`src/hw/rtl/assert_macros.svh`:
```
// Assertion macros used by the top-level RTL file of the Playfair cipher core.
// No dependencies; the checks compile away when SYNTHESIS is defined.
`ifndef ASSERT_MACROS_SVH
`define ASSERT_MACROS_SVH
`ifndef SYNTHESIS
`define ASSERT_ALWAYS(lbl, clk, rst, cond) \
  lbl: assert property (@(posedge clk) disable iff (rst) (cond)) else $error("%m: check failed");
`define ASSERT_NEXT(lbl, clk, rst, ante, cons) \
  lbl: assert property (@(posedge clk) disable iff (rst) (ante) |=> (cons)) \
    else $error("%m: check failed");
`else
`define ASSERT_ALWAYS(lbl, clk, rst, cond)
`define ASSERT_NEXT(lbl, clk, rst, ante, cons)
`endif
`endif

```
`src/hw/rtl/pfc_pkg.sv`:
```
// Types, codes and key-square helper functions of the Playfair cipher core.
// No dependencies; used by the front end, the back end and the top level of the block.
`default_nettype none
package pfc_pkg;

  localparam int COUNT_W     = 5;
  localparam int GAP_CAP_MAX = 18;
  localparam int SQUARE_W    = 125;

  localparam logic [7:0] CHAR_A     = 8'd65;
  localparam logic [7:0] CHAR_Z     = 8'd90;
  localparam logic [7:0] CHAR_SPACE = 8'd32;
  localparam logic [4:0] CODE_I     = 5'd8;
  localparam logic [4:0] CODE_J     = 5'd9;
  localparam logic [4:0] CODE_Z     = 5'd25;
  localparam logic [2:0] GROUP_LAST = 3'd4;

  localparam logic [1:0] FMT_AS_IS   = 2'd0;
  localparam logic [1:0] FMT_LETTERS = 2'd1;
  localparam logic [1:0] FMT_GROUPS  = 2'd2;

  localparam logic [2:0] REG_SQUARE_LOW  = 3'd0;
  localparam logic [2:0] REG_SQUARE_MID  = 3'd1;
  localparam logic [2:0] REG_SQUARE_LAST = 3'd2;
  localparam logic [2:0] REG_DECRYPT     = 3'd3;
  localparam logic [2:0] REG_FORMAT      = 3'd4;

  typedef enum logic {CMD_TEXT = 1'b0, CMD_FLUSH = 1'b1} cmd_t;

  typedef enum logic [1:0] {JOB_NONE, JOB_PASS, JOB_PAIR, JOB_FILLED} job_kind_t;

  typedef struct packed {
    job_kind_t            kind;
    logic [7:0]           ch;    // passed byte, or first letter code in [4:0]
    logic [4:0]           b;     // second letter code
    logic [COUNT_W-1:0]   gaps;
    logic                 ovf;
    logic                 clr;   // clear group count when done
  } job_t;

  typedef struct packed {
    logic [2:0] row;
    logic [2:0] col;
  } pos_t;

  typedef struct packed {
    logic [SQUARE_W-1:0] square;
    logic                decrypt;
    logic [1:0]          fmt;
  } cfg_t;

  typedef enum logic [2:0] {
    B_IDLE, B_FIRST, B_SECOND, B_GAP_RD, B_GAP_EM, B_SPACE, B_DONE
  } back_state_t;

  function automatic logic is_letter(input logic [7:0] c);
    return (c >= CHAR_A) && (c <= CHAR_Z);
  endfunction

  function automatic logic [4:0] find_cell(input logic [SQUARE_W-1:0] sq,
                                           input logic [4:0] l);
    logic [4:0] res;
    res = '0;
    for (int k = 24; k >= 0; k--) begin
      if (sq[5*k +: 5] == l) res = 5'(k);
    end
    return res;
  endfunction

  function automatic pos_t cell_pos(input logic [4:0] n);
    pos_t p;
    p = '0;
    for (int r = 0; r < 5; r++) begin
      for (int c = 0; c < 5; c++) begin
        if (n == 5'(r * 5 + c)) begin
          p.row = 3'(r);
          p.col = 3'(c);
        end
      end
    end
    return p;
  endfunction

  function automatic logic [4:0] cell_index(input logic [2:0] r, input logic [2:0] c);
    logic [4:0] rr;
    rr = {2'b00, r};
    return (rr << 2) + rr + {2'b00, c};
  endfunction

  function automatic logic [4:0] cell_code(input logic [SQUARE_W-1:0] sq,
                                           input logic [4:0] n);
    logic [4:0] code;
    code = '0;
    for (int k = 0; k < 25; k++) begin
      if (n == 5'(k)) code = sq[5*k +: 5];
    end
    return code;
  endfunction

  function automatic logic [2:0] wrap_step(input logic [2:0] v, input logic dec);
    logic [2:0] r;
    if (dec) r = (v == 3'd0) ? 3'd4 : v - 3'd1;
    else     r = (v == 3'd4) ? 3'd0 : v + 3'd1;
    return r;
  endfunction

endpackage
`default_nettype wire

```
`src/hw/rtl/pfc_ram.sv`:
```
// Generic single-write, single-read RAM with registered read data.
// No dependencies.
`default_nettype none
module pfc_ram #(
  parameter int WIDTH = 8,
  parameter int DEPTH = 16
) (
  input  wire logic                     clk,
  input  wire logic                     wr_en,
  input  wire logic [$clog2(DEPTH)-1:0] wr_addr,
  input  wire logic [WIDTH-1:0]         wr_data,
  input  wire logic                     rd_en,
  input  wire logic [$clog2(DEPTH)-1:0] rd_addr,
  output logic      [WIDTH-1:0]         rd_data
);

  logic [WIDTH-1:0] mem [DEPTH];

  always_ff @(posedge clk) begin
    if (wr_en) mem[wr_addr] <= wr_data;
    if (rd_en) rd_data <= mem[rd_addr];
  end

endmodule
`default_nettype wire

```
`src/hw/rtl/pfc_fifo.sv`:
```
// Small register queue with fall-through head, between front and back ends.
// No dependencies.
`default_nettype none
module pfc_fifo #(
  parameter int WIDTH = 8,
  parameter int DEPTH = 2
) (
  input  wire logic             clk,
  input  wire logic             rst,
  input  wire logic             wr_en,
  input  wire logic [WIDTH-1:0] wr_data,
  input  wire logic             rd_en,
  output logic      [WIDTH-1:0] rd_data,
  output logic                  full,
  output logic                  empty
);

  localparam int AW = $clog2(DEPTH);
  localparam int CW = $clog2(DEPTH + 1);

  logic [WIDTH-1:0] mem [DEPTH];
  logic [AW-1:0]    wptr;
  logic [AW-1:0]    rptr;
  logic [CW-1:0]    count;

  assign full    = (count == CW'(DEPTH));
  assign empty   = (count == '0);
  assign rd_data = mem[rptr];

  always_ff @(posedge clk) begin
    if (rst) begin
      wptr  <= '0;
      rptr  <= '0;
      count <= '0;
    end else begin
      if (wr_en) wptr <= (wptr == AW'(DEPTH - 1)) ? '0 : wptr + AW'(1);
      if (rd_en) rptr <= (rptr == AW'(DEPTH - 1)) ? '0 : rptr + AW'(1);
      if (wr_en && !rd_en)      count <= count + CW'(1);
      else if (!wr_en && rd_en) count <= count - CW'(1);
    end
  end

  always_ff @(posedge clk) begin
    if (wr_en) mem[wptr] <= wr_data;
  end

endmodule
`default_nettype wire

```
`src/hw/rtl/pfc_front.sv`:
```
// Front end: accepts items, pairs letters, buffers gap bytes and queues jobs.
// Depends on pfc_pkg.
`default_nettype none
module pfc_front #(
  parameter int GAP_CAP = 16
) (
  input  wire logic                         clk,
  input  wire logic                         rst,
  input  wire logic                         in_valid,
  output logic                              in_ready,
  input  wire logic                         in_cmd,
  input  wire logic [7:0]                   in_char,
  input  wire logic                         q_full,
  input  wire logic                         gap_release,
  output logic                              job_push,
  output pfc_pkg::job_t                     job,
  output logic                              gap_wr_en,
  output logic      [$clog2(GAP_CAP)-1:0]   gap_wr_addr,
  output logic      [7:0]                   gap_wr_data
);

  localparam int AW = $clog2(GAP_CAP);
  localparam int CW = $clog2(GAP_CAP + 1);

  logic [4:0]    pending_letter, pending_letter_next;
  logic          pending_valid, pending_valid_next;
  logic [CW-1:0] gap_count, gap_count_next;
  logic          overflow_seen, overflow_seen_next;
  logic          gap_busy, gap_busy_next;
  logic          accept;
  logic [4:0]    code;

  assign in_ready    = !gap_busy && !q_full;
  assign accept      = in_valid && in_ready;
  assign gap_wr_addr = gap_count[AW-1:0];
  assign gap_wr_data = in_char;

  always_comb begin
    code = 5'(in_char - pfc_pkg::CHAR_A);
    if (code == pfc_pkg::CODE_J) code = pfc_pkg::CODE_I;
  end

  always_comb begin
    pending_letter_next = pending_letter;
    pending_valid_next  = pending_valid;
    gap_count_next      = gap_count;
    overflow_seen_next  = overflow_seen;
    job_push            = 1'b0;
    gap_wr_en           = 1'b0;
    job.kind            = pfc_pkg::JOB_NONE;
    job.ch              = {3'b000, pending_letter};
    job.b               = pfc_pkg::CODE_Z;
    job.gaps            = pfc_pkg::COUNT_W'(gap_count);
    job.ovf             = overflow_seen;
    job.clr             = 1'b0;
    if (accept) begin
      if (in_cmd == pfc_pkg::CMD_FLUSH) begin
        job_push            = 1'b1;
        job.kind            = pending_valid ? pfc_pkg::JOB_FILLED : pfc_pkg::JOB_NONE;
        job.clr             = 1'b1;
        pending_valid_next  = 1'b0;
        pending_letter_next = '0;
        gap_count_next      = '0;
        overflow_seen_next  = 1'b0;
      end else if (pfc_pkg::is_letter(in_char)) begin
        if (!pending_valid) begin
          pending_letter_next = code;
          pending_valid_next  = 1'b1;
        end else if (code == pending_letter) begin
          job_push           = 1'b1;
          job.kind           = pfc_pkg::JOB_FILLED;
          gap_count_next     = '0;
          overflow_seen_next = 1'b0;
        end else begin
          job_push            = 1'b1;
          job.kind            = pfc_pkg::JOB_PAIR;
          job.b               = code;
          pending_valid_next  = 1'b0;
          pending_letter_next = '0;
          gap_count_next      = '0;
          overflow_seen_next  = 1'b0;
        end
      end else if (!pending_valid) begin
        job_push = 1'b1;
        job.kind = pfc_pkg::JOB_PASS;
        job.ch   = in_char;
      end else if (gap_count < CW'(GAP_CAP)) begin
        gap_wr_en      = 1'b1;
        gap_count_next = gap_count + CW'(1);
      end else begin
        overflow_seen_next = 1'b1;
      end
    end
  end

  always_comb begin
    gap_busy_next = gap_busy;
    if (job_push && job.gaps != '0) gap_busy_next = 1'b1;
    else if (gap_release)           gap_busy_next = 1'b0;
  end

  always_ff @(posedge clk) begin
    if (rst) begin
      pending_letter <= '0;
      pending_valid  <= 1'b0;
      gap_count      <= '0;
      overflow_seen  <= 1'b0;
      gap_busy       <= 1'b0;
    end else begin
      pending_letter <= pending_letter_next;
      pending_valid  <= pending_valid_next;
      gap_count      <= gap_count_next;
      overflow_seen  <= overflow_seen_next;
      gap_busy       <= gap_busy_next;
    end
  end

endmodule
`default_nettype wire

```
`src/hw/rtl/pfc_back.sv`:
```
// Back end: ciphers queued pairs, drains gap bytes, formats and registers results.
// Depends on pfc_pkg; reads the gap RAM instantiated at the top level.
`default_nettype none
module pfc_back #(
  parameter int AW = 4
) (
  input  wire logic              clk,
  input  wire logic              rst,
  input  wire pfc_pkg::cfg_t     cfg,
  input  wire logic              job_valid,
  input  wire pfc_pkg::job_t     job_in,
  output logic                   job_pop,
  output logic                   gap_rd_en,
  output logic      [AW-1:0]     gap_rd_addr,
  input  wire logic [7:0]        gap_rd_data,
  output logic                   gap_release,
  output logic                   out_valid,
  input  wire logic              out_ready,
  output logic      [7:0]        out_char,
  output logic                   out_last,
  output logic                   out_ovf
);

  pfc_pkg::back_state_t state, state_next, ret_state, ret_state_next;
  pfc_pkg::job_t job;
  pfc_pkg::pos_t pos_a, pos_b;
  logic [2:0]                   group_count;
  logic [pfc_pkg::COUNT_W-1:0]  gidx;
  logic [7:0]                   hold_char;
  logic                         hold_valid;

  logic       out_free, can_put, filtering, keep, put, advance, finish, group_wrap;
  logic       load, last_gap;
  logic [7:0] elem_char, put_char, x_char, y_char;
  logic [4:0] na, nb;
  logic [2:0] sa_r, sa_c, sb_r, sb_c;

  assign out_free    = !out_valid || out_ready;
  assign can_put     = !hold_valid || out_free;
  assign filtering   = (cfg.fmt == pfc_pkg::FMT_LETTERS) || (cfg.fmt == pfc_pkg::FMT_GROUPS);
  assign gap_rd_addr = gidx[AW-1:0];
  assign load        = (state == pfc_pkg::B_IDLE) && job_valid;
  assign last_gap    = (pfc_pkg::COUNT_W'(gidx + 1'b1) == job.gaps);

  // Playfair substitution from the registered cell positions
  always_comb begin
    sa_r = pfc_pkg::wrap_step(pos_a.row, cfg.decrypt);
    sa_c = pfc_pkg::wrap_step(pos_a.col, cfg.decrypt);
    sb_r = pfc_pkg::wrap_step(pos_b.row, cfg.decrypt);
    sb_c = pfc_pkg::wrap_step(pos_b.col, cfg.decrypt);
    if (pos_a.row == pos_b.row) begin
      na = pfc_pkg::cell_index(pos_a.row, sa_c);
      nb = pfc_pkg::cell_index(pos_b.row, sb_c);
    end else if (pos_a.col == pos_b.col) begin
      na = pfc_pkg::cell_index(sa_r, pos_a.col);
      nb = pfc_pkg::cell_index(sb_r, pos_b.col);
    end else begin
      na = pfc_pkg::cell_index(pos_a.row, pos_b.col);
      nb = pfc_pkg::cell_index(pos_b.row, pos_a.col);
    end
    x_char = pfc_pkg::CHAR_A + {3'b000, pfc_pkg::cell_code(cfg.square, na)};
    y_char = pfc_pkg::CHAR_A + {3'b000, pfc_pkg::cell_code(cfg.square, nb)};
  end

  // outputs of the sequencer
  always_comb begin
    job_pop     = 1'b0;
    gap_rd_en   = 1'b0;
    gap_release = 1'b0;
    put         = 1'b0;
    advance     = 1'b0;
    finish      = 1'b0;
    elem_char   = x_char;
    case (state)
      pfc_pkg::B_FIRST:  elem_char = (job.kind == pfc_pkg::JOB_PASS) ? job.ch : x_char;
      pfc_pkg::B_SECOND: elem_char = y_char;
      pfc_pkg::B_GAP_EM: elem_char = gap_rd_data;
      pfc_pkg::B_SPACE:  elem_char = pfc_pkg::CHAR_SPACE;
      default:           elem_char = x_char;
    endcase
    keep     = !filtering || pfc_pkg::is_letter(elem_char);
    put_char = elem_char;
    case (state)
      pfc_pkg::B_IDLE: job_pop = job_valid;
      pfc_pkg::B_FIRST, pfc_pkg::B_SECOND, pfc_pkg::B_GAP_EM: begin
        put     = keep && can_put;
        advance = !keep || can_put;
      end
      pfc_pkg::B_GAP_RD: gap_rd_en = 1'b1;
      pfc_pkg::B_SPACE: begin
        put     = can_put;
        advance = can_put;
      end
      pfc_pkg::B_DONE: begin
        finish      = !hold_valid || out_free;
        gap_release = finish && (job.gaps != '0);
      end
      default: ;
    endcase
    group_wrap = put && (state != pfc_pkg::B_SPACE) && (cfg.fmt == pfc_pkg::FMT_GROUPS) &&
                 (group_count == pfc_pkg::GROUP_LAST);
  end

  // next state
  always_comb begin
    pfc_pkg::back_state_t after;
    state_next     = state;
    ret_state_next = ret_state;
    after          = pfc_pkg::B_DONE;
    case (state)
      pfc_pkg::B_FIRST: begin
        if (job.kind == pfc_pkg::JOB_PASS)      after = pfc_pkg::B_DONE;
        else if (job.kind == pfc_pkg::JOB_PAIR && job.gaps != '0)
                                                after = pfc_pkg::B_GAP_RD;
        else                                    after = pfc_pkg::B_SECOND;
      end
      pfc_pkg::B_SECOND: begin
        after = (job.kind == pfc_pkg::JOB_FILLED && job.gaps != '0) ?
                pfc_pkg::B_GAP_RD : pfc_pkg::B_DONE;
      end
      pfc_pkg::B_GAP_EM: begin
        if (!last_gap)                       after = pfc_pkg::B_GAP_RD;
        else if (job.kind == pfc_pkg::JOB_PAIR) after = pfc_pkg::B_SECOND;
        else                                 after = pfc_pkg::B_DONE;
      end
      default: after = pfc_pkg::B_DONE;
    endcase
    case (state)
      pfc_pkg::B_IDLE: begin
        if (job_valid) state_next = (job_in.kind == pfc_pkg::JOB_NONE) ?
                                    pfc_pkg::B_DONE : pfc_pkg::B_FIRST;
      end
      pfc_pkg::B_FIRST, pfc_pkg::B_SECOND, pfc_pkg::B_GAP_EM: begin
        if (advance) begin
          if (group_wrap) begin
            state_next     = pfc_pkg::B_SPACE;
            ret_state_next = after;
          end else begin
            state_next = after;
          end
        end
      end
      pfc_pkg::B_GAP_RD: state_next = pfc_pkg::B_GAP_EM;
      pfc_pkg::B_SPACE:  if (advance) state_next = ret_state;
      pfc_pkg::B_DONE:   if (finish) state_next = pfc_pkg::B_IDLE;
      default:           state_next = pfc_pkg::B_IDLE;
    endcase
  end

  always_ff @(posedge clk) begin
    if (rst) begin
      state       <= pfc_pkg::B_IDLE;
      ret_state   <= pfc_pkg::B_DONE;
      group_count <= '0;
      hold_valid  <= 1'b0;
      out_valid   <= 1'b0;
    end else begin
      state     <= state_next;
      ret_state <= ret_state_next;
      if (finish && job.clr)   group_count <= '0;
      else if (group_wrap)     group_count <= '0;
      else if (put && state != pfc_pkg::B_SPACE && cfg.fmt == pfc_pkg::FMT_GROUPS)
                               group_count <= group_count + 3'd1;
      if (put && hold_valid)         out_valid <= 1'b1;
      else if (finish && hold_valid) out_valid <= 1'b1;
      else if (out_ready)            out_valid <= 1'b0;
      if (put)                       hold_valid <= 1'b1;
      else if (finish && hold_valid) hold_valid <= 1'b0;
    end
  end

  always_ff @(posedge clk) begin
    if (load) begin
      job   <= job_in;
      pos_a <= pfc_pkg::cell_pos(pfc_pkg::find_cell(cfg.square, job_in.ch[4:0]));
      pos_b <= pfc_pkg::cell_pos(pfc_pkg::find_cell(cfg.square, job_in.b));
      gidx  <= '0;
    end else if (state == pfc_pkg::B_GAP_EM && advance) begin
      gidx <= gidx + 1'b1;
    end
    if (put) begin
      hold_char <= put_char;
      if (hold_valid) begin
        out_char <= hold_char;
        out_last <= 1'b0;
        out_ovf  <= job.ovf;
      end
    end else if (finish && hold_valid) begin
      out_char <= hold_char;
      out_last <= 1'b1;
      out_ovf  <= job.ovf;
    end
  end

endmodule
`default_nettype wire

```
`src/hw/rtl/playfair_digram_stream_cipher_core.sv`:
```
// Playfair digram stream cipher core: config registers, front end, job queue,
// gap RAM and back end. Depends on pfc_pkg, pfc_ram, pfc_fifo, pfc_front, pfc_back.
//
// Byte-stream Playfair encrypt/decrypt over a 5x5 key square loaded through the
// config port (write it only while the core is idle). The front end takes one
// item per cycle while the job queue has room and no job that holds gap bytes
// is queued or draining. Items that give results become jobs for the back end,
// which emits each cipher letter, passed byte or group space in turn and reads
// each buffered gap byte from the registered gap RAM before emitting it; a
// stalled output holds it up. While a job that holds gap bytes is queued or
// draining, s_tready stays low. The last result of an item carries m_tlast;
// m_tuser flags a dropped gap byte before that pair.
`default_nettype none
`include "assert_macros.svh"
module playfair_digram_stream_cipher_core #(
  parameter int GAP_DEPTH   = 16,
  parameter int QUEUE_DEPTH = 2
) (
  input  wire logic        clk,
  input  wire logic        rst,
  input  wire logic        s_tvalid,
  output logic             s_tready,
  input  wire logic [7:0]  s_tdata,   // [7:0] char_code
  input  wire logic        s_tuser,   // [0] command
  output logic             m_tvalid,
  input  wire logic        m_tready,
  output logic      [7:0]  m_tdata,   // [7:0] out_char
  output logic             m_tlast,
  output logic             m_tuser,   // [0] gap_overflow
  input  wire logic        cfg_valid,
  output logic             cfg_ready,
  input  wire logic [2:0]  cfg_index,
  input  wire logic [59:0] cfg_data
);

  localparam int GAP_CAP = (GAP_DEPTH < pfc_pkg::GAP_CAP_MAX) ? GAP_DEPTH :
                           pfc_pkg::GAP_CAP_MAX;
  localparam int GAP_AW  = $clog2(GAP_CAP);
  localparam int JOB_W   = $bits(pfc_pkg::job_t);

  logic [59:0] square_low;
  logic [59:0] square_mid;
  logic [4:0]  square_last;
  logic        decrypt_mode;
  logic [1:0]  output_format;

  pfc_pkg::cfg_t cfg;
  pfc_pkg::job_t job_new;
  logic [JOB_W-1:0] job_head;
  logic              job_push, job_pop, fifo_full, fifo_empty, gap_release;
  logic              gap_wr_en, gap_rd_en;
  logic [GAP_AW-1:0] gap_wr_addr, gap_rd_addr;
  logic [7:0]        gap_wr_data, gap_rd_data;

  assign cfg_ready  = 1'b1;
  assign cfg.square = {square_last, square_mid, square_low};
  assign cfg.decrypt = decrypt_mode;
  assign cfg.fmt    = output_format;

  always_ff @(posedge clk) begin
    if (rst) begin
      square_low    <= '0;
      square_mid    <= '0;
      square_last   <= '0;
      decrypt_mode  <= 1'b0;
      output_format <= '0;
    end else if (cfg_valid && cfg_ready) begin
      case (cfg_index)
        pfc_pkg::REG_SQUARE_LOW:  square_low    <= cfg_data;
        pfc_pkg::REG_SQUARE_MID:  square_mid    <= cfg_data;
        pfc_pkg::REG_SQUARE_LAST: square_last   <= cfg_data[4:0];
        pfc_pkg::REG_DECRYPT:     decrypt_mode  <= cfg_data[0];
        pfc_pkg::REG_FORMAT:      output_format <= cfg_data[1:0];
        default: ;
      endcase
    end
  end

  pfc_front #(.GAP_CAP(GAP_CAP)) u_front (
    .clk         (clk),
    .rst         (rst),
    .in_valid    (s_tvalid),
    .in_ready    (s_tready),
    .in_cmd      (s_tuser),
    .in_char     (s_tdata),
    .q_full      (fifo_full),
    .gap_release (gap_release),
    .job_push    (job_push),
    .job         (job_new),
    .gap_wr_en   (gap_wr_en),
    .gap_wr_addr (gap_wr_addr),
    .gap_wr_data (gap_wr_data)
  );

  pfc_fifo #(.WIDTH(JOB_W), .DEPTH(QUEUE_DEPTH)) u_queue (
    .clk     (clk),
    .rst     (rst),
    .wr_en   (job_push),
    .wr_data (job_new),
    .rd_en   (job_pop),
    .rd_data (job_head),
    .full    (fifo_full),
    .empty   (fifo_empty)
  );

  pfc_ram #(.WIDTH(8), .DEPTH(GAP_CAP)) u_gap_ram (
    .clk     (clk),
    .wr_en   (gap_wr_en),
    .wr_addr (gap_wr_addr),
    .wr_data (gap_wr_data),
    .rd_en   (gap_rd_en),
    .rd_addr (gap_rd_addr),
    .rd_data (gap_rd_data)
  );

  pfc_back #(.AW(GAP_AW)) u_back (
    .clk         (clk),
    .rst         (rst),
    .cfg         (cfg),
    .job_valid   (!fifo_empty),
    .job_in      (pfc_pkg::job_t'(job_head)),
    .job_pop     (job_pop),
    .gap_rd_en   (gap_rd_en),
    .gap_rd_addr (gap_rd_addr),
    .gap_rd_data (gap_rd_data),
    .gap_release (gap_release),
    .out_valid   (m_tvalid),
    .out_ready   (m_tready),
    .out_char    (m_tdata),
    .out_last    (m_tlast),
    .out_ovf     (m_tuser)
  );

  `ASSERT_ALWAYS(a_gap_rw_apart, clk, rst, !(gap_wr_en && gap_rd_en))
  `ASSERT_ALWAYS(a_no_push_full, clk, rst, !(job_push && fifo_full))
  `ASSERT_NEXT(a_push_lands, clk, rst, job_push && !job_pop, !fifo_empty)

endmodule
`default_nettype wire
```
`config.mk`:
```
export PLATFORM = sky130hd
export DESIGN_NAME = playfair_digram_stream_cipher_core
export DESIGN_NICKNAME = d
export VERILOG_FILES = /design/src/hw/rtl/pfc_pkg.sv /design/src/hw/rtl/pfc_ram.sv /design/src/hw/rtl/pfc_fifo.sv /design/src/hw/rtl/pfc_front.sv /design/src/hw/rtl/pfc_back.sv /design/src/hw/rtl/playfair_digram_stream_cipher_core.sv
export VERILOG_INCLUDE_DIRS = /design/src /design/src/hw/rtl
export SDC_FILE = /design/constraint.sdc
export NUM_CORES = 1
export LEC_CHECK = 0
export BUFFER_PORTS_ARGS = -buffer_cell sky130_fd_sc_hd__buf_2
export CORE_ASPECT_RATIO = 1.5
export CORE_MARGIN = 4
export CORE_UTILIZATION = 62
export DETAILED_ROUTE_END_ITERATION = 8
export PLACE_DENSITY = 0.77
export SKIP_LAST_GASP = 1
export SLEW_MARGIN = 30
export SYNTH_ARGS = -nofsm -noshare
export SYNTH_HDL_FRONTEND = slang
export SYNTH_HIERARCHICAL = 1
export SYNTH_SLANG_ARGS = --single-unit
```
`constraint.sdc`:
```
create_clock -name clk -period 9.5 [get_ports clk]
set_clock_uncertainty 0.1 [all_clocks]
set_input_delay 0.475 -clock clk [delete_from_list [all_inputs] [get_ports clk]]
set_output_delay 0.475 -clock clk [all_outputs]
set_load 0.005 [all_outputs]
```
==> flow_summary.yaml, run 1 <==
sta:
  slew_violations: 0
  fmax_ghz: 0.116
  tightest_slew_ns: 1.01
  slew_headroom_pct: 32.8
  setup_tns_ns: 0
  rsz0062_at_grt: "no"
  min_period_ns: 8.60
  finalSetupViolCount: 0
  post-route-period-util_pct: 90.5
  hold_viol: 0
setup_path:
  cpLargestDelayFamily: "simple AND/OR/NAND/NOR gates"
  cp_max_fo: 12
  required_ns: 9.56
  reg2reg_from: "u_back/pos_b[4]$_SDFFCE_PP0P_"
  critPathBufInv: 3
  max_stage_delay_ns: 0.67
  cpMaxStageDelayCell: "a31oi_2"
  end_kind: "flip-flop"
  crit_type: "reg -> reg"
  cp.arrival_ns: 8.65
  startpoint_type: "flip-flop"
  r2r-end: "u_back/out_char[4]$_DFFE_PP_"
  r2r.worst_path.cells: 25
  rrSetupSlack_ns: 0.90
routing:
  drc: 0
  post_drt_wl_per_cell_um: 30.4
  routed_wirelength_mm: 94.5
  first_pass_iters: 9
  ant_nets: 0
  vias: 21700
  vias_per_cell: 6.99
  drt_first_iter_violations: 2382
cts:
  clock_latency_ns: 0.55
  clk_pin_slew_ns: 0.07
  cts_buffer_depth: 3
  cts_buffers: 36
  post_cts_buffers: 0
  cts_max_level: 2
  clockRootBuffer: "clkbuf_16"
  cts_resized: 0
  numClockSinks: 388
  cts_hold_buf: 0
  cts_tree: "yes"
placed_design:
  place_hpwl_mm: 67.2
  place.gp.congestion: 1.07
  io_buffers: 88
die:
  start_util_pct: 63.1
  dieHeight_um: 257
  rows: 90
  ios: 90
  chipWidth_um: 174
  core-area_sq_um: 40400
  die_area_sq_um: 44600
min_path:
  hp-class: "in -> reg"
  worstHoldEndpoint: "square_low[10]$_SDFFE_PP0P_"
  min_from: "cfg_data[10]"
  whs_path_depth: 3
synthesis:
  synthCells: 2584
  async_reset_ff_share_pct: 0
  synth-seq-area-share_pct: 39.3
  yosysUniqueCellTypes: 117
  ys.flop_type: "edfxtp_1"
  synth-seq-cells: 388
  synthesis.area_sq_um: 25500
  yosys_warnings: 6
  synth_edf_count: 227
  syn-num-nets: 2721
  yosys-top-cells-area: "edfxtp_1, dfxtp_1, mux2i_1, xnor2_1, xor2_1"
  synth_top_area_cell: "edfxtp_1"
  avgSynthCellArea_sq_um: 9.88
  synth.top_cell.area_share_pct: 26.7
grt:
  grt_start_max_net_pins: 123
  grt_pass1_vias: 21900
  antenna_found_initial: 4
  grt_use_total_pct: 41.3
  grt-ovfl-total: 0
  grt_pass1_wl_mm: 139
finish:
  drive_gt1_share_pct: 11.8
  syn2layout_area_growth_pct: 6.33
  final_nets: 2710
  final_common_cell: "edfxtp_1"
  layout_common_cells: "edfxtp_1, nand2b_1, nand2_1"
run:
  drv_cap: 0
run_status:
  status: "completed"
metal layers:
| layer | global-route usage (%) | part of all wire [%] |
|---|---|---|
| met1 | 42.9 | 33 |
| met3 | 8.89 | 8.0 |
| met5 | 0 | 0.030 |
| met4 | 36.8 | 12 |
| met2 | 69.9 | 48 |
cells in the mapped netlist (16+ instances only):
cell type    n
xor2_1     149
buf_2       47
nor3_1     103
o211ai_1    17
xnor2_1    150
nand2b_1   203
inv_1       59
mux4_2      20
a31oi_1     21
nor2_1     142
mux2_2      27
buf_6       19
nand3_1    123
edfxtp_1   227
a22oi_1     27
buf_4       27
mux2i_1    168
dfxtp_1    161
ha_1        52
nand2_1    189
nand4_1     28
o22ai_1     23
clkbuf_1    68
and3_1      18
a21oi_1    104
o21ai_0     70
o21ai_1     16
worst register-to-register path, stage by stage, from the launching register on:
cell and delay (ns):
edfxtp_1 0.56, inv_1 0.16, ha_1 0.27, or2_0 0.27
mux4_2 0.53, fa_1 0.55, inv_1 0.07, fa_1 0.53
nand4_1 0.12, a31oi_2 0.67, buf_4 0.31, nand3_1 0.12
nand2_1 0.12, o21ba_1 0.14, nor4_1 0.39, a2111oi_0 0.15
a21boi_1 0.35, ha_1 0.31, a2111oi_0 0.09, nand3b_1 0.22
o21a_1 0.20, a21o_1 0.17, o2111a_1 0.28, nor3_2 0.65
o211ai_1 0.25, nor2_1 0.63
final cells by class:
class	count	area, sq um
flip-flops and latches	388	10000
repair buffers	128	743
inverters	62	233
clock buffers	47	993
multi-input cells	1957	14300
fillers	3002	13300
well taps	506	633
diodes	2	5.00
clock inverters	17	154
flip-flops by register name (all words and copies together) (netlist names), 2 cells and up, named ones only:
register	count
u_back/gidx	5
square_last	5
u_back/pos_a	6
output_format	2
u_front/gap_count	5
u_gap_ram/rd_data	8
u_back/state	3
u_back/job	17
u_back/out_char	8
u_front/pending_letter	5
u_back/ret_state	2
u_queue/count	2
u_back/group_count	3
square_low	60
u_gap_ram/mem	128
square_mid	60
u_queue/mem	44
u_back/pos_b	6
u_back/hold_char	8
how the worst max path moves through the flow:
stage                                        from                       endpoint  slack [ns]  cells after the start
finish              u_back/pos_b[4]$_SDFFCE_PP0P_   u_back/out_char[4]$_DFFE_PP_        0.90                     25
global route        u_back/pos_b[4]$_SDFFCE_PP0P_   u_back/out_char[3]$_DFFE_PP_        0.39                     25
CTS                 u_back/pos_b[4]$_SDFFCE_PP0P_   u_back/out_char[3]$_DFFE_PP_        1.10                     25
detailed placement  u_back/pos_b[4]$_SDFFCE_PP0P_   u_back/out_char[3]$_DFFE_PP_        1.15                     25
global placement    u_back/pos_b[4]$_SDFFCE_PP0P_   u_back/out_char[1]$_DFFE_PP_        1.37                     25
floorplan           u_back/pos_b[4]$_SDFFCE_PP0P_  u_back/hold_char[0]$_DFFE_PN_        2.56                     25
stage by stage:
step                utilization [%]  setup WS (ns)  instance area (sq um)  hold slack, ns  instances
global placement               64.2           1.37                  26000           0.308       3041
detailed placement             64.3           1.15                  26000           0.310       3041
CTS                            67.1           1.10                  27100           0.101       3105
global route                   67.1          0.394                  27100           0.125       3105
floorplan                         -           2.56                  25500           0.300       2584
finish                         67.1          0.902                  27100           0.114       3107
cells by family (layout without fill, tap and decap cells):
| group | Yosys count | count (layout) | synth area share (%) |
|---|---|---|---|
| AO/OA/AOI/OAI | 452 | 452 | 12.4 |
| XOR/XNOR | 303 | 303 | 10.5 |
| adder cells (fa/ha/maj) | 60 | 60 | 3.18 |
| buffers and inverters | 239 | 254 | 4.77 |
| flip-flops | 388 | 388 | 39.3 |
| multiplexers | 229 | 229 | 11.0 |
| other | 1 | 3 | 0.0147 |
| AND/OR/NAND/NOR | 912 | 912 | 18.7 |
Power of run 1 is left out: the tool's default activity adds up to more than one toggle a clock period on the data nets, which glitch-free logic cannot reach.
==> run 2: changes to the inputs <==
--- a/config.mk
+++ b/config.mk
@@ -9,9 +9,9 @@
 export BUFFER_PORTS_ARGS = -buffer_cell sky130_fd_sc_hd__buf_2
 export CORE_ASPECT_RATIO = 1.5
 export CORE_MARGIN = 4
-export CORE_UTILIZATION = 62
+export CORE_UTILIZATION = 45
 export DETAILED_ROUTE_END_ITERATION = 8
-export PLACE_DENSITY = 0.77
+export PLACE_DENSITY = 0.58
 export SKIP_LAST_GASP = 1
 export SLEW_MARGIN = 30
 export SYNTH_ARGS = -nofsm -noshare
==> flow_summary.yaml, run 2 (same netlist as run 1, synthesis figures left out) <==
run_status:
  status: "completed"
finish:
  drive_gt1_share_pct: 12.1
  regMostFlops: "u_gap_ram/mem"
  layout_common_cells: "edfxtp_1, nand2b_1, nand2_1"
  final_nets: 2723
  reg_top3: "u_gap_ram/mem x128, square_low x60, square_mid x60"
  fin_util_pct: 49.4
  largest_reg_flops: 128
  final_area_sq_um: 27700
  syn2layout_area_growth_pct: 8.38
  final_common_cell: "edfxtp_1"
placed_design:
  place.gp.congestion: 1.03
  place_hpwl_mm: 73.0
  io_buffers: 88
  place_area_sq_um: 26400
cts:
  cts_resized: 0
  cts_buffer_depth: 3
  numClockSinks: 388
  cts_hold_buf: 0
  post_cts_buffers: 0
  clk_pin_slew_ns: 0.06
  clockRootBuffer: "clkbuf_16"
  clock_latency_ns: 0.57
  cts_tree: "yes"
  cts_buffers: 39
  cts_max_level: 2
routing:
  ant_nets: 0
  vias: 20500
  post_drt_wl_per_cell_um: 28.8
  drc: 0
  first_pass_iters: 6
  routed_wirelength_mm: 97.2
  drt_first_iter_violations: 1739
  vias_per_cell: 6.09
sta:
  rsz0062_at_grt: "no"
  min_period_ns: 8.25
  slew_violations: 0
  tightest_slew_ns: 1.03
  slew_headroom_pct: 31.5
  post-route-period-util_pct: 86.8
  setup_tns_ns: 0
  finalSetupViolCount: 0
  fmax_ghz: 0.121
  hold_viol: 0
  holdWs_ns: 0.0945
grt:
  grt_pass1_vias: 20500
  grt_use_total_pct: 31.1
  antenna_found_initial: 1
  grt-ovfl-total: 0
  grt_pass1_wl_mm: 140
  grt_start_max_net_pins: 123
die:
  ios: 90
  dieHeight_um: 300
  die_area_sq_um: 60700
  start_util_pct: 45.6
  core-area_sq_um: 56000
  rows: 106
  chipWidth_um: 202
setup_path:
  cp.arrival_ns: 8.33
  required_ns: 9.58
  end_kind: "flip-flop"
  cp_max_fo: 29
  crit_type: "reg -> reg"
  startpoint_type: "flip-flop"
min_path:
  hp-class: "in -> reg"
run:
  drv_cap: 0
-- run 2: cell count changes in the layout (fill, tap and decap cells not counted), sizes merged --
cell | previous run | this run
diode | 2 | 1
clkbuf | 47 | 51
clkinvlp | 3 | 1
buf | 128 | 138
bufinv | 1 | 4
-- run 2: worst paths after layout --
path	startpoint	to	slack, ns	cells past startpoint
hold / removal	cfg_data[47]	square_mid[47]$_SDFFE_PP0P_	0.09	3
setup / recovery	u_back/pos_b[4]$_SDFFCE_PP0P_	u_back/hold_char[2]$_DFFE_PN_	1.25	25
setup reg to reg	u_back/pos_b[4]$_SDFFCE_PP0P_	u_back/hold_char[2]$_DFFE_PN_	1.25	25
hold reg to reg	u_back/hold_char[0]$_DFFE_PN_	u_back/out_char[0]$_DFFE_PP_	0.32	0
-- run 2: metal layers --
| layer | GRT usage (%) | share of wire, % | vias to the layer above |
|---|---|---|---|
| met5 | 0 | 0 | - |
| met4 | 25.1 | 9.8 | 0 |
| met3 | 3.93 | 4.8 | 302 |
| met2 | 56.1 | 51 | 797 |
| met1 | 32.1 | 34 | 10100 |
| li1 | - | - | 9381 |
-- run 2: layout make-up --
class	instances	area, sq um
clock inverters	18	206
multi-input cells	1957	14400
clock buffers	51	1060
well taps	756	946
fillers	5280	28300
repair buffers	138	826
diodes	1	2.50
inverters	62	233
flip-flops and latches	388	10000
-- run 2: through the flow --
stage,setup WS (ns),std cells
floorplan,2.56,2584
global placement,1.19,3300
detailed placement,1.36,3300
CTS,1.31,3369
global route,0.784,3370
finish,1.25,3371
-- run 2: critical path, stage by stage, from the launching register on --
cell       delay [ns]
edfxtp_1         0.59
inv_1            0.17
ha_1             0.27
or2_0            0.26
mux4_2           0.52
fa_1             0.56
inv_1            0.07
fa_1             0.53
nand4_1          0.12
a31oi_2          0.23
buf_4            0.38
nor2_1           0.17
a221oi_1         0.31
o21ba_1          0.17
nor4_1           0.06
a2111oi_0        0.68
a21boi_1         0.26
ha_1             0.34
a222oi_1         0.31
nand2_1          0.15
and2_1           0.18
o2111a_1         0.26
nor3_2           0.16
buf_4            0.20
o21ai_0          0.13
o31ai_2          0.67
Power of run 2 is left out for the same reason.
